--- src/design/dpc_pkg.sv ---
`timescale 1ns / 1ps
package dpc_pkg;
    localparam int MAX_DIM_DEF = 4096;
    localparam int DISP_W = 16;
    localparam int WORD_W = 32;
    localparam int CFG_IDX_W = 3;
    localparam int CFG_DATA_W = 32;
    localparam int DIM_W = 13;

    typedef enum logic [CFG_IDX_W-1:0] {
        REG_FOCAL_BASELINE = 3'd0,
        REG_INV_FOCAL_X = 3'd1,
        REG_INV_FOCAL_Y = 3'd2,
        REG_MIN_DISPARITY = 3'd3,
        REG_MAX_DISPARITY = 3'd4,
        REG_IMAGE_WIDTH = 3'd5,
        REG_IMAGE_HEIGHT = 3'd6
    } t_cfg_idx;

    typedef enum logic [1:0] {
        ST_IDLE = 2'd0,
        ST_DIV = 2'd1,
        ST_MUL = 2'd2,
        ST_DONE = 2'd3
    } t_state;

    localparam logic [31:0] RST_FOCAL_BASELINE = 32'd5719860;
    localparam logic [31:0] RST_INV_FOCAL_X = 32'd5019432;
    localparam logic [31:0] RST_INV_FOCAL_Y = 32'd5008422;
    localparam logic [15:0] RST_MIN_DISPARITY = 16'sd0;
    localparam logic [15:0] RST_MAX_DISPARITY = 16'd32767;
    localparam logic [DIM_W-1:0] RST_IMAGE_WIDTH = 13'd640;
    localparam logic [DIM_W-1:0] RST_IMAGE_HEIGHT = 13'd480;
endpackage

--- src/design/disparity_to_point_cloud_unit.sv ---
`timescale 1ns / 1ps
// Disparity to point cloud: each accepted disparity pixel yields one transaction with raw
// depth Z = focal_baseline*16/|d| (saturated), gated depth and x/y coordinates scaled by
// the reciprocal focal lengths. The back part takes one pixel at a time: it takes the job,
// runs the bit-serial 36-bit divider, then the shared 32x32 multiplier sequence, and presents
// the result until it is taken; only then does it accept the next job.
// The front part counts columns and rows and buffers up to four pixels in a queue.
module disparity_to_point_cloud_unit #(
    parameter int MAX_DIM = dpc_pkg::MAX_DIM_DEF
) (
    input  logic                                i_clk,
    input  logic                                i_rst_n,
    input  logic                                i_valid,
    output logic                                o_ready,
    input  logic signed [15:0]                  i_disparity,
    input  logic                                i_frame_start,
    output logic                                o_valid,
    input  logic                                i_ready,
    output logic [31:0]                         o_depth_raw,
    output logic signed [31:0]                  o_point_x,
    output logic signed [31:0]                  o_point_y,
    output logic [31:0]                         o_point_z,
    output logic                                o_frame_last,
    input  logic                                i_cfg_we,
    input  logic [dpc_pkg::CFG_IDX_W-1:0]       i_cfg_index,
    input  logic [dpc_pkg::CFG_DATA_W-1:0]      i_cfg_data
);
    import dpc_pkg::*;
    localparam int CNT_W = $clog2(MAX_DIM);
    localparam int JOB_W = 16 + 1 + 1 + 2 * (CNT_W + 2);

    // configuration registers
    logic [31:0] r_focal_baseline, r_inv_focal_x, r_inv_focal_y;
    logic signed [15:0] r_min_disparity, r_max_disparity;
    logic [DIM_W-1:0] r_image_width, r_image_height;

    always_ff @(posedge i_clk) begin
        if (!i_rst_n) begin
            r_focal_baseline <= RST_FOCAL_BASELINE;
            r_inv_focal_x <= RST_INV_FOCAL_X;
            r_inv_focal_y <= RST_INV_FOCAL_Y;
            r_min_disparity <= RST_MIN_DISPARITY;
            r_max_disparity <= RST_MAX_DISPARITY;
            r_image_width <= RST_IMAGE_WIDTH;
            r_image_height <= RST_IMAGE_HEIGHT;
        end else if (i_cfg_we) begin
            case (t_cfg_idx'(i_cfg_index))
                REG_FOCAL_BASELINE: r_focal_baseline <= i_cfg_data;
                REG_INV_FOCAL_X:    r_inv_focal_x <= i_cfg_data;
                REG_INV_FOCAL_Y:    r_inv_focal_y <= i_cfg_data;
                REG_MIN_DISPARITY:  r_min_disparity <= i_cfg_data[15:0];
                REG_MAX_DISPARITY:  r_max_disparity <= i_cfg_data[15:0];
                REG_IMAGE_WIDTH:    r_image_width <= i_cfg_data[DIM_W-1:0];
                REG_IMAGE_HEIGHT:   r_image_height <= i_cfg_data[DIM_W-1:0];
                default: ;
            endcase
        end
    end

    // job queue between counting front and arithmetic back
    logic job_valid, job_ready;
    logic [JOB_W-1:0] job;

    dpc_front #(.MAX_DIM(MAX_DIM), .CNT_W(CNT_W), .JOB_W(JOB_W)) u_front (
        .i_clk(i_clk), .i_rst_n(i_rst_n),
        .i_valid(i_valid), .o_ready(o_ready),
        .i_disparity(i_disparity), .i_frame_start(i_frame_start),
        .i_min_disparity(r_min_disparity), .i_max_disparity(r_max_disparity),
        .i_image_width(r_image_width), .i_image_height(r_image_height),
        .o_job_valid(job_valid), .i_job_ready(job_ready), .o_job(job)
    );

    dpc_back #(.MAX_DIM(MAX_DIM), .CNT_W(CNT_W), .JOB_W(JOB_W)) u_back (
        .i_clk(i_clk), .i_rst_n(i_rst_n),
        .i_job_valid(job_valid), .o_job_ready(job_ready), .i_job(job),
        .i_focal_baseline(r_focal_baseline),
        .i_inv_focal_x(r_inv_focal_x), .i_inv_focal_y(r_inv_focal_y),
        .o_valid(o_valid), .i_ready(i_ready),
        .o_depth_raw(o_depth_raw), .o_point_x(o_point_x), .o_point_y(o_point_y),
        .o_point_z(o_point_z), .o_frame_last(o_frame_last)
    );
endmodule

--- src/design/dpc_front.sv ---
`timescale 1ns / 1ps
// front: pixel counters and range check, pushes one job per pixel to a fifo
module dpc_front #(
    parameter int MAX_DIM = dpc_pkg::MAX_DIM_DEF,
    parameter int CNT_W = $clog2(MAX_DIM),
    parameter int JOB_W = 16 + 1 + 1 + 2 * (CNT_W + 2)
) (
    input  logic                         i_clk,
    input  logic                         i_rst_n,
    input  logic                         i_valid,
    output logic                         o_ready,
    input  logic signed [15:0]           i_disparity,
    input  logic                         i_frame_start,
    input  logic signed [15:0]           i_min_disparity,
    input  logic signed [15:0]           i_max_disparity,
    input  logic [dpc_pkg::DIM_W-1:0]    i_image_width,
    input  logic [dpc_pkg::DIM_W-1:0]    i_image_height,
    output logic                         o_job_valid,
    input  logic                         i_job_ready,
    output logic [JOB_W-1:0]             o_job
);
    import dpc_pkg::*;
    localparam int EW = $clog2(MAX_DIM + 1);
    localparam int OW = CNT_W + 2;

    logic [CNT_W-1:0] r_col, r_row, n_col, n_row, w_col, w_row;
    logic [EW-1:0] w_eff, h_eff;
    logic [OW-1:0] off_x, off_y;
    logic in_range, last_c, last_r;

    function automatic logic [EW-1:0] eff_dim(input logic [DIM_W-1:0] r);
        logic [EW-1:0] v;
        if (r == '0) v = EW'(1);
        else if (32'(r) > MAX_DIM) v = EW'(MAX_DIM);
        else v = EW'(r);
        return v;
    endfunction

    // queue between front and back
    logic [JOB_W-1:0] r_q [4];
    logic [1:0] r_wp, r_rp;
    logic [2:0] r_cnt;
    logic push, pop;

    assign o_ready = (r_cnt != 3'd4);
    assign push = i_valid && o_ready;
    assign pop = o_job_valid && i_job_ready;
    assign o_job_valid = (r_cnt != 3'd0);
    assign o_job = r_q[r_rp];

    always_comb begin
        w_eff = eff_dim(i_image_width);
        h_eff = eff_dim(i_image_height);
        w_col = i_frame_start ? '0 : r_col;
        w_row = i_frame_start ? '0 : r_row;
        last_c = ({1'b0, w_col} >= (EW+1)'(w_eff - 1'b1));
        last_r = ({1'b0, w_row} >= (EW+1)'(h_eff - 1'b1));
        off_x = OW'({2'b00, w_col}) - OW'(w_eff >> 1);
        off_y = OW'({2'b00, w_row}) - OW'(h_eff >> 1);
        in_range = !(i_disparity < i_min_disparity) && !(i_disparity > i_max_disparity);
        if (last_c) begin
            n_col = '0;
            n_row = last_r ? '0 : w_row + 1'b1;
        end else begin
            n_col = w_col + 1'b1;
            n_row = w_row;
        end
    end

    always_ff @(posedge i_clk) begin
        if (!i_rst_n) begin
            r_col <= '0;
            r_row <= '0;
            r_wp <= '0;
            r_rp <= '0;
            r_cnt <= '0;
        end else begin
            if (push) begin
                r_col <= n_col;
                r_row <= n_row;
                r_wp <= r_wp + 1'b1;
            end
            if (pop) r_rp <= r_rp + 1'b1;
            r_cnt <= r_cnt + 3'(push) - 3'(pop);
        end
    end

    always_ff @(posedge i_clk) begin
        if (push) r_q[r_wp] <= {i_disparity, in_range, last_c && last_r, off_x, off_y};
    end
endmodule

--- src/design/dpc_back.sv ---
`timescale 1ns / 1ps
// back: serial divider for depth, then shared 32x32 multiplier for x and y
module dpc_back #(
    parameter int MAX_DIM = dpc_pkg::MAX_DIM_DEF,
    parameter int CNT_W = $clog2(MAX_DIM),
    parameter int JOB_W = 16 + 1 + 1 + 2 * (CNT_W + 2)
) (
    input  logic                  i_clk,
    input  logic                  i_rst_n,
    input  logic                  i_job_valid,
    output logic                  o_job_ready,
    input  logic [JOB_W-1:0]      i_job,
    input  logic [31:0]           i_focal_baseline,
    input  logic [31:0]           i_inv_focal_x,
    input  logic [31:0]           i_inv_focal_y,
    output logic                  o_valid,
    input  logic                  i_ready,
    output logic [31:0]           o_depth_raw,
    output logic signed [31:0]    o_point_x,
    output logic signed [31:0]    o_point_y,
    output logic [31:0]           o_point_z,
    output logic                  o_frame_last
);
    import dpc_pkg::*;
    localparam int OW = CNT_W + 2;

    t_state r_state, n_state;
    logic r_inr, r_last;
    logic signed [OW-1:0] r_ox, r_oy;
    logic [35:0] r_num;     // shifted dividend / quotient
    logic [16:0] r_rem;
    logic [16:0] r_den;
    logic [5:0] r_step;
    logic [31:0] r_z, r_zg;
    logic [63:0] r_tx, r_ty;
    logic [2:0] r_mstep;
    logic [63:0] r_pa, r_pb;
    logic [31:0] r_mx, r_my;

    logic [17:0] trial;
    logic [OW-1:0] ox_u, oy_u;
    logic [63:0] prod;
    logic [31:0] mul_a, mul_b;

    assign o_job_ready = (r_state == ST_IDLE);
    assign o_valid = (r_state == ST_DONE);
    assign o_depth_raw = r_z;
    assign o_point_z = r_zg;
    assign o_point_x = r_mx;
    assign o_point_y = r_my;
    assign o_frame_last = r_last;

    assign trial = {r_rem, r_num[35]} - {1'b0, r_den};
    assign ox_u = r_ox[OW-1] ? -r_ox : r_ox;
    assign oy_u = r_oy[OW-1] ? -r_oy : r_oy;

    // mstep: 0 tx=zg*invx, 1 ty=zg*invy, 2 a*tx_hi, 3 a*tx_lo, 4 a*ty_hi, 5 a*ty_lo
    always_comb begin
        unique case (r_mstep)
            3'd0: begin mul_a = r_zg; mul_b = i_inv_focal_x; end
            3'd1: begin mul_a = r_zg; mul_b = i_inv_focal_y; end
            3'd2: begin mul_a = 32'(ox_u); mul_b = r_tx[63:32]; end
            3'd3: begin mul_a = 32'(ox_u); mul_b = r_tx[31:0]; end
            3'd4: begin mul_a = 32'(oy_u); mul_b = r_ty[63:32]; end
            3'd5: begin mul_a = 32'(oy_u); mul_b = r_ty[31:0]; end
            default: begin mul_a = '0; mul_b = '0; end
        endcase
        prod = 64'(mul_a) * 64'(mul_b);
    end

    always_comb begin
        n_state = r_state;
        case (r_state)
            ST_IDLE: if (i_job_valid) n_state = ST_DIV;
            ST_DIV:  if (r_step == 6'd36) n_state = ST_MUL;
            ST_MUL:  if (r_mstep == 3'd7) n_state = ST_DONE;
            ST_DONE: if (i_ready) n_state = ST_IDLE;
            default: n_state = ST_IDLE;
        endcase
    end

    function automatic logic [31:0] sat(input logic neg, input logic [63:0] mag);
        logic [31:0] v;
        if (neg) v = (mag >= 64'h8000_0000) ? 32'h8000_0000 : 32'(0 - mag);
        else v = (mag > 64'h7FFF_FFFF) ? 32'h7FFF_FFFF : mag[31:0];
        return v;
    endfunction

    always_ff @(posedge i_clk) begin
        if (!i_rst_n) r_state <= ST_IDLE;
        else r_state <= n_state;
    end

    always_ff @(posedge i_clk) begin
        case (r_state)
            ST_IDLE: begin
                {r_inr, r_last, r_ox, r_oy} <= i_job[JOB_W-17:0];
                r_num <= {i_focal_baseline, 4'b0000};
                r_rem <= '0;
                r_den <= i_job[JOB_W-1] ? {1'b0, 16'(~i_job[JOB_W-1 -: 16] + 16'd1)}
                                        : {1'b0, i_job[JOB_W-1 -: 16]};
                r_step <= '0;
                r_mstep <= '0;
            end
            ST_DIV: begin
                if (r_step < 6'd36) begin
                    if (!trial[17]) begin
                        r_rem <= trial[16:0];
                        r_num <= {r_num[34:0], 1'b1};
                    end else begin
                        r_rem <= {r_rem[15:0], r_num[35]};
                        r_num <= {r_num[34:0], 1'b0};
                    end
                    r_step <= r_step + 1'b1;
                end else begin
                    // zero disparity or quotient overflow saturates
                    r_z <= (r_den == '0 || r_num[35:32] != '0) ? 32'hFFFF_FFFF : r_num[31:0];
                    r_zg <= !r_inr ? 32'd0 :
                        ((r_den == '0 || r_num[35:32] != '0) ? 32'hFFFF_FFFF : r_num[31:0]);
                    r_step <= '0;
                end
            end
            ST_MUL: begin
                case (r_mstep)
                    3'd0: r_tx <= prod;
                    3'd1: r_ty <= prod;
                    3'd2: r_pa <= prod;
                    3'd3: r_pa <= r_pa + 64'(prod[63:32]);
                    3'd4: r_pb <= prod;
                    3'd5: r_pb <= r_pb + 64'(prod[63:32]);
                    3'd6: r_mx <= sat(r_ox[OW-1], r_pa);
                    3'd7: r_my <= sat(r_oy[OW-1], r_pb);
                    default: ;
                endcase
                r_mstep <= r_mstep + 1'b1;
            end
            default: ;
        endcase
    end
endmodule

--- config.mk ---
export PLATFORM = sky130hd
export DESIGN_NAME = disparity_to_point_cloud_unit
export DESIGN_NICKNAME = d
export VERILOG_FILES = /design/src/design/dpc_pkg.sv /design/src/design/disparity_to_point_cloud_unit.sv /design/src/design/dpc_front.sv /design/src/design/dpc_back.sv
export SDC_FILE = /design/constraint.sdc
export NUM_CORES = 2
export LEC_CHECK = 0
export BUFFER_PORTS_ARGS = -buffer_cell sky130_fd_sc_hd__buf_2
export CORE_MARGIN = 5
export CORE_UTILIZATION = 40
export CTS_CLUSTER_SIZE = 28
export DETAILED_ROUTE_END_ITERATION = 7
export SLEW_MARGIN = 30
export SYNTH_ARGS = -nofsm -noshare
export SYNTH_HDL_FRONTEND = slang
export SYNTH_SLANG_ARGS = --single-unit
--- constraint.sdc ---
create_clock -name i_clk -period 12 [get_ports i_clk]
set_input_delay 0.6 -clock i_clk [delete_from_list [all_inputs] [get_ports i_clk]]
set_output_delay 0.6 -clock i_clk [all_outputs]
set_load 0.005 [all_outputs]
# Yosys cells after proc, flatten, opt, wreduce, memory -nomap -nowiden
# Memory sizes are Yosys's and may differ from the RTL's. A register that Yosys moved wholly into a read port is not among the register bits.
# Cells that the tools add are included.
# word_totals
input_bits	57
word_cells	168
out_inout_bits	131
ram_bits	184
memories	1
reg_bits	680
# op_classes
magnitude_cmp	11
addsub	20
multipliers	1
mux	41
eq_ne	23
bitwise_logic	2
n_reduce_logical	38
# memory_table
name	depth	word_bits	rd	rd_clocked_by_memory_dff	wr	line	rtl
u_front.r_q	4	46	1	1	1	dpc_front.sv:40	logic [JOB_W-1:0] r_q [4];
# ops
operator	count
$pmux 64 s2	2
$mux 32	7
$pmux 32 s6	1
$add 64x32->64	2
$ge 64x32->1 const B	2
$gt 64x31->1 const B	2
$pmux 32 s3	1
$pmux 36 s2	1
$mul 32x32->64	1
$sub 1x32->32 const A	2
$mux 12	5
$mux 13	4
$mux 36	1
$mux 17	2
$pmux 17 s2	1
$reduce_and 2->1	15
$ge 12x14->1	2
$mux 14	2
$neg 14->14	2
$sub 13x1->14 const B	2
$gt 13x13->1 const B	2
$logic_not 13->1	2
$sub 12x12->13	2
$add 12x1->12 const B	2
38 further kinds	71

# Logic depth before layout (Yosys ltp)
# depth
word_depth	7
mapped_depth	49
depth_no_buf	45

# By module
# From an unflattened synthesis, not the netlist that was laid out.
# hier_totals
hier_cells	7989
hier_area_um2	77857.2
# by_module_without_submodules
module	area_per_inst_um2	cells_per_inst	n_inst
dpc_back	60674.4	6506	1
dpc_front	11260.8	914	1
disparity_to_point_cloud_unit	5921.9	569	1

# Worst setup path before layout
# No wires, ideal clock.
# synth_timing
path_kind	register to register
start	register u_back.r_mstep[1]
end	register u_back.r_pb[32], data pin
path_stages_with_launch	47
synth_period_minus_slack_ns	11.959
t_required_ns	11.740
path_slack_ns	0.041
setup_ns	0.260
arrival_ns	11.699
path_cell_list	edfxtp_1 > clkbuf_1 > inv_1 > ha_1 > clkbuf_1 > and2_1 > clkbuf_1 > buf_1 > nand2_1 > o2111ai_1 > clkbuf_1 > nand2_1 > fa_1 > inv_1 > fa_1 > inv_1 > fa_1 > fa_1 > [... 11 more ...] > nand3_1 > o211ai_1 > or4_1 > and2_1 > a41oi_1 > xnor2_1 > inv_1 > ha_1 > a21oi_1 > o211ai_1 > a221o_1 > a21oi_1 > nand2_1 > o2111ai_1 > clkbuf_1 > nand2_1 > xnor2_1 > mux2_2
# synth_between
elab_chain_len	6
word_cells_on_any_way	14
cone_classes	add/sub (1); mul (1); eq/ne (5); mux (3); reduce/logical (4)
# synth_lines
element	line	rtl
from (decl)	dpc_back.sv:36	logic [2:0] r_mstep;
from (signal assigned)	dpc_back.sv:135	r_mstep <= r_mstep + 1'b1;
$eq 3x3->1, or another cell as far along	dpc_back.sv:59	unique case (r_mstep)
$reduce_or 2->1 (no line)	--	
$pmux 32 s3	dpc_back.sv:59	
$mul 32x32->64 *	dpc_back.sv:68	prod = 64'(mul_a) * 64'(mul_b);
named net u_back.prod[50]	dpc_back.sv:42	logic [63:0] prod;
$add 64x32->64 *	dpc_back.sv:130	3'd5: r_pb <= r_pb + 64'(prod[63:32]);
$pmux 64 s2 *	dpc_back.sv:124	case (r_mstep)
to (signal assigned)	dpc_back.sv:129	3'd4: r_pb <= prod;
to (signal assigned)	dpc_back.sv:130	
to (decl)	dpc_back.sv:37	logic [63:0] r_pa, r_pb;
# Mark *: on every way through the listed nets, which the timed path passes. The rest lies on a longest branch.
# A chain may end at the register's enable or synchronous reset.

# Final worst setup path
# layout_timing
start	register u_back.r_mstep[0]
end	register u_back.r_pb[32], data pin
# Same word-level chain as after synthesis.

==> results <==
- The flow ran to the end, and the final reports show no timing, DRC or antenna violations.
- In the post-synthesis netlist, the biggest area contributors are edfxtp_1 (26%), fa_1 (23%), ha_1 (7.3%), nand2_1 (6.2%), inv_1 (5.9%).
- The area of the placeable core is 0.192 mm2.
- Clock tree synthesis selected as its root buffer the cell clkbuf_16.
- The final routed DRC violation total is 0.
- The depth of the worst register-to-register path is 49.
- Of all nets on the critical path, the largest fanout is 12.
- The global-route wire length before repair is 423000 um.
- Setup slack closes at 281 ps.
- For this run, asynchronously set or reset flops after synthesis account for 0%.
- The finished cells cover 0.0924 mm2.
- Fill cells in the final layout number 18100.
- Detailed routing inserted a total of 62900 vias.
- The number of max-slew violations in the final report is 0.
- The Yosys warning count is 0.
- Summing all placed instances gives a cell area of 0.0873 mm2.
- The total of buffers placed on input and output ports is 187.
- The slack of the worst reg-to-reg path is 280 ps.
- The worst setup path is captured at a flip-flop.
- The area added between synthesis and finish is 19.7%.
- The clock insertion delay at the later pin of the skew report is 710 ps.
- The routed via count divided by cell count is 5.49.
- TritonCTS built the clock tree.
- The library cell with the highest instance count after synthesis is nand2_1.
- The critical path class is reg -> reg.
- The clock arrives with 64.6 ps of skew.
- The CTS buffer count is 82.
- The buffer depth of the longest clock path is 3.
- Data on the critical path is required at its endpoint by 12440 ps.
- The post-synthesis register bit count is 855.
- In this design, the stage delay of the slowest critical-path cell is 600 ps.
- Pin placement for this block handled 188 I/O pins.
- After detailed routing, the average wire length per cell comes to 25.2 um.
- The effective utilization at floorplan is 40.2%.
- The core occupancy in the finished layout is 48.1%.
- The maximum number of pins on one net before global-route repair is 76.
- The count of routing violations after the opening detailed-route iteration is 5602.
- In this run the number of H-tree levels came out at 3.
- The die height is 449 um.
- Max-cap violations in this run came to 0.
- The total nets after synthesis is 9433.
- In the synthesized netlist the dominant register cell turns out to be edfxtp_1.
- The gate count of the mapped netlist is 8023.
- The count of flip-flops with a built-in enable after synthesis is 666.
- The initial antenna violation count is 18.
- In this run, distinct cell masters in the synthesized netlist total 83.
- The largest individual stage delay along the critical path comes from the cell fa_1.
- Ranked by instance count, the synthesized netlist is headed by nand2_1 (1270), inv_1 (1215), fa_1 (902).
- The sequential area share after synthesis is 30.8%.
- For the pin with the worst max-slew slack, the measured transition is 1360 ps.
- The final critical-path share of the clock period is 97.7%.
- Global routing consumed, over all layers together, 28.1% of the routing resources.
- In this run the biggest area consumer among cell types represents 25.9% of the synthesized area.
- The setup violation total in the final timing report is 0.
- For the worst setup path, the data arrival time is 12160 ps.
- The first detailed-routing pass ran for 7 iterations.
- The cell type with the highest occurrence count on the critical path is buf_4.
- Counting every sink on the clock net gives 855.
- The path class of the lowest-slack min-delay path is in -> reg.
- The worst hold slack after final layout is 202 ps.
- Subtracting the final worst setup slack from the clock period gives 11720 ps.
- STA classifies the critical path startpoint as a flip-flop.
- The worst pin sits at a relative slew slack of 9.24%.
- In this run the cell area of the synthesized design comes to 0.0772 mm2.
- The count of final hold-check violations came to 0.
- Wires add up to 289000 um.
- The post-layout net count is 10200.
- The congestion estimate from routability-driven global placement came to 1.02.
- The floorplan step defined a die boundary enclosing 0.202 mm2.
- The via count of the first global-routing pass was 63500.
- The post-detailed-route count of antenna-violating nets is 0.
- After legalization and detailed placement, the total HPWL measured 230000 um.
- After clock tree synthesis, the flow added hold-fix buffers numbering 0.
- Before CTS, the worst setup slack after placement is -335 ps.
- The post-route netlist has 19.3% of its cells at a drive strength greater than 1.
- Timing would allow up to 85.3 MHz.
- The mean instance size in the synthesized netlist is 9.62 um2.
- After clock tree synthesis, the clock-pin slew on the worst setup and hold paths is 60 ps.
- Summed over all layers, the global routing overflow is 0.
- The row count is 161.
- The die span in x is 449 um.
- Along the worst hold path, the cell count comes to 1.
- edfxtp_1 takes more of the synthesized area than any other cell.
==> path summary, 6_finish.rpt <==
check / startpoint / end
max reg2reg: u_back.r_mstep[0]$_SDFFCE_PN0P_ / u_back.r_pb[32]$_DFFE_PP_
min: i_disparity[1] / u_front.r_q[0][31]$_DFFE_PP_
max: u_back.r_mstep[0]$_SDFFCE_PN0P_ / u_back.r_pb[32]$_DFFE_PP_
min reg2reg: r_min_disparity[7]$_SDFFE_PN0P_ / r_min_disparity[7]$_SDFFE_PN0P_
==> repair_timing <==
item,in CTS,in global routing
buffers inserted,9,50
gates resized for setup,61,265
gates cloned,1,0
endpoints found under the setup margin,77,96
pin swaps,11,121
==> metal layers <==
| layer | routed length (um) | GRT usage, % | vias to the layer above | part of all wire [%] |
|---|---|---|---|---|
| li1 | - | - | 28000 | - |
| met1 | 118000 | 36.8 | 31900 | 41 |
| met2 | 133000 | 45.0 | 2462 | 46 |
| met3 | 21900 | 5.29 | 550 | 7.6 |
| met4 | 16600 | 13.6 | 2 | 5.7 |
| met5 | 17 | 0 | - | 0.0059 |
==> cells in the final DEF, fill, tap and decap left out, types with 70 or more instances in the layout <==
cell	instances
nor3_1	75
fa_1	881
dfxtp_1	187
and2_1	95
a21o_1	86
nor2_1	582
nand3_1	149
ha_1	412
xnor2_1	130
edfxtp_1	666
clkbuf_16	82
buf_12	70
a21oi_1	363
nand2_1	1259
buf_2	187
inv_1	1198
o21ai_0	195
xor2_1	82
mux2_2	102
buf_4	816
==> cell families after synthesis <==
logic type                 after synthesis  synth area share [%]
AOI/OAI and AO/OA                     1150                  9.42
xor gates and xnor gates               238                  2.70
adders and majority gates             1353                  30.7
buffers and inverters                 1585                  7.71
DFF                                    855                  30.8
muxes                                  206                  3.55
and+or+nand+nor                       2636                  15.1
==> metrics by stage <==
stage / instances / TNS, ps
floorplan: 8023 / 0
global placement: 11200 / -24240
detailed placement: 11200 / -8430
CTS: 11400 / 0
global route: 11400 / -1190
finish: 11400 / 0
==> worst max-delay path: cells and delay by family, from the launching register on <==
family,cells,cell delay [ps]
AO/OA/AOI/OAI,10,2010
XOR/XNOR,2,400
adder cells (fa/ha/maj),11,5130
buffers and inverters,19,2460
flip-flops,1,470
multiplexers,1,250
AND/OR/NAND/NOR,6,710
==> sequential cells by signal, indices dropped and copies added (netlist names), 36 cells and up, named ones only <==
register,cells
u_back.r_num,36
u_back.r_pa,64
u_back.r_pb,64
u_back.r_tx,64
u_back.r_ty,64
u_front.r_q,176
==> area by class of cell <==
type | count | area, um2 | area share (%)
clock buffers | 93 | 2110 | 2.29
repair buffers | 1093 | 8700 | 9.41
multi-input cells | 5583 | 49200 | 53.3
diodes | 17 | 42.5 | 0.0460
inverters | 1218 | 4580 | 4.95
flip-flops and latches | 855 | 23800 | 25.7
well taps | 2526 | 3160 | 3.42
clock inverters | 60 | 813 | 0.880
Power is left out: the tool's default activity adds up to more than one toggle a clock period on the data nets, which glitch-free logic cannot reach.
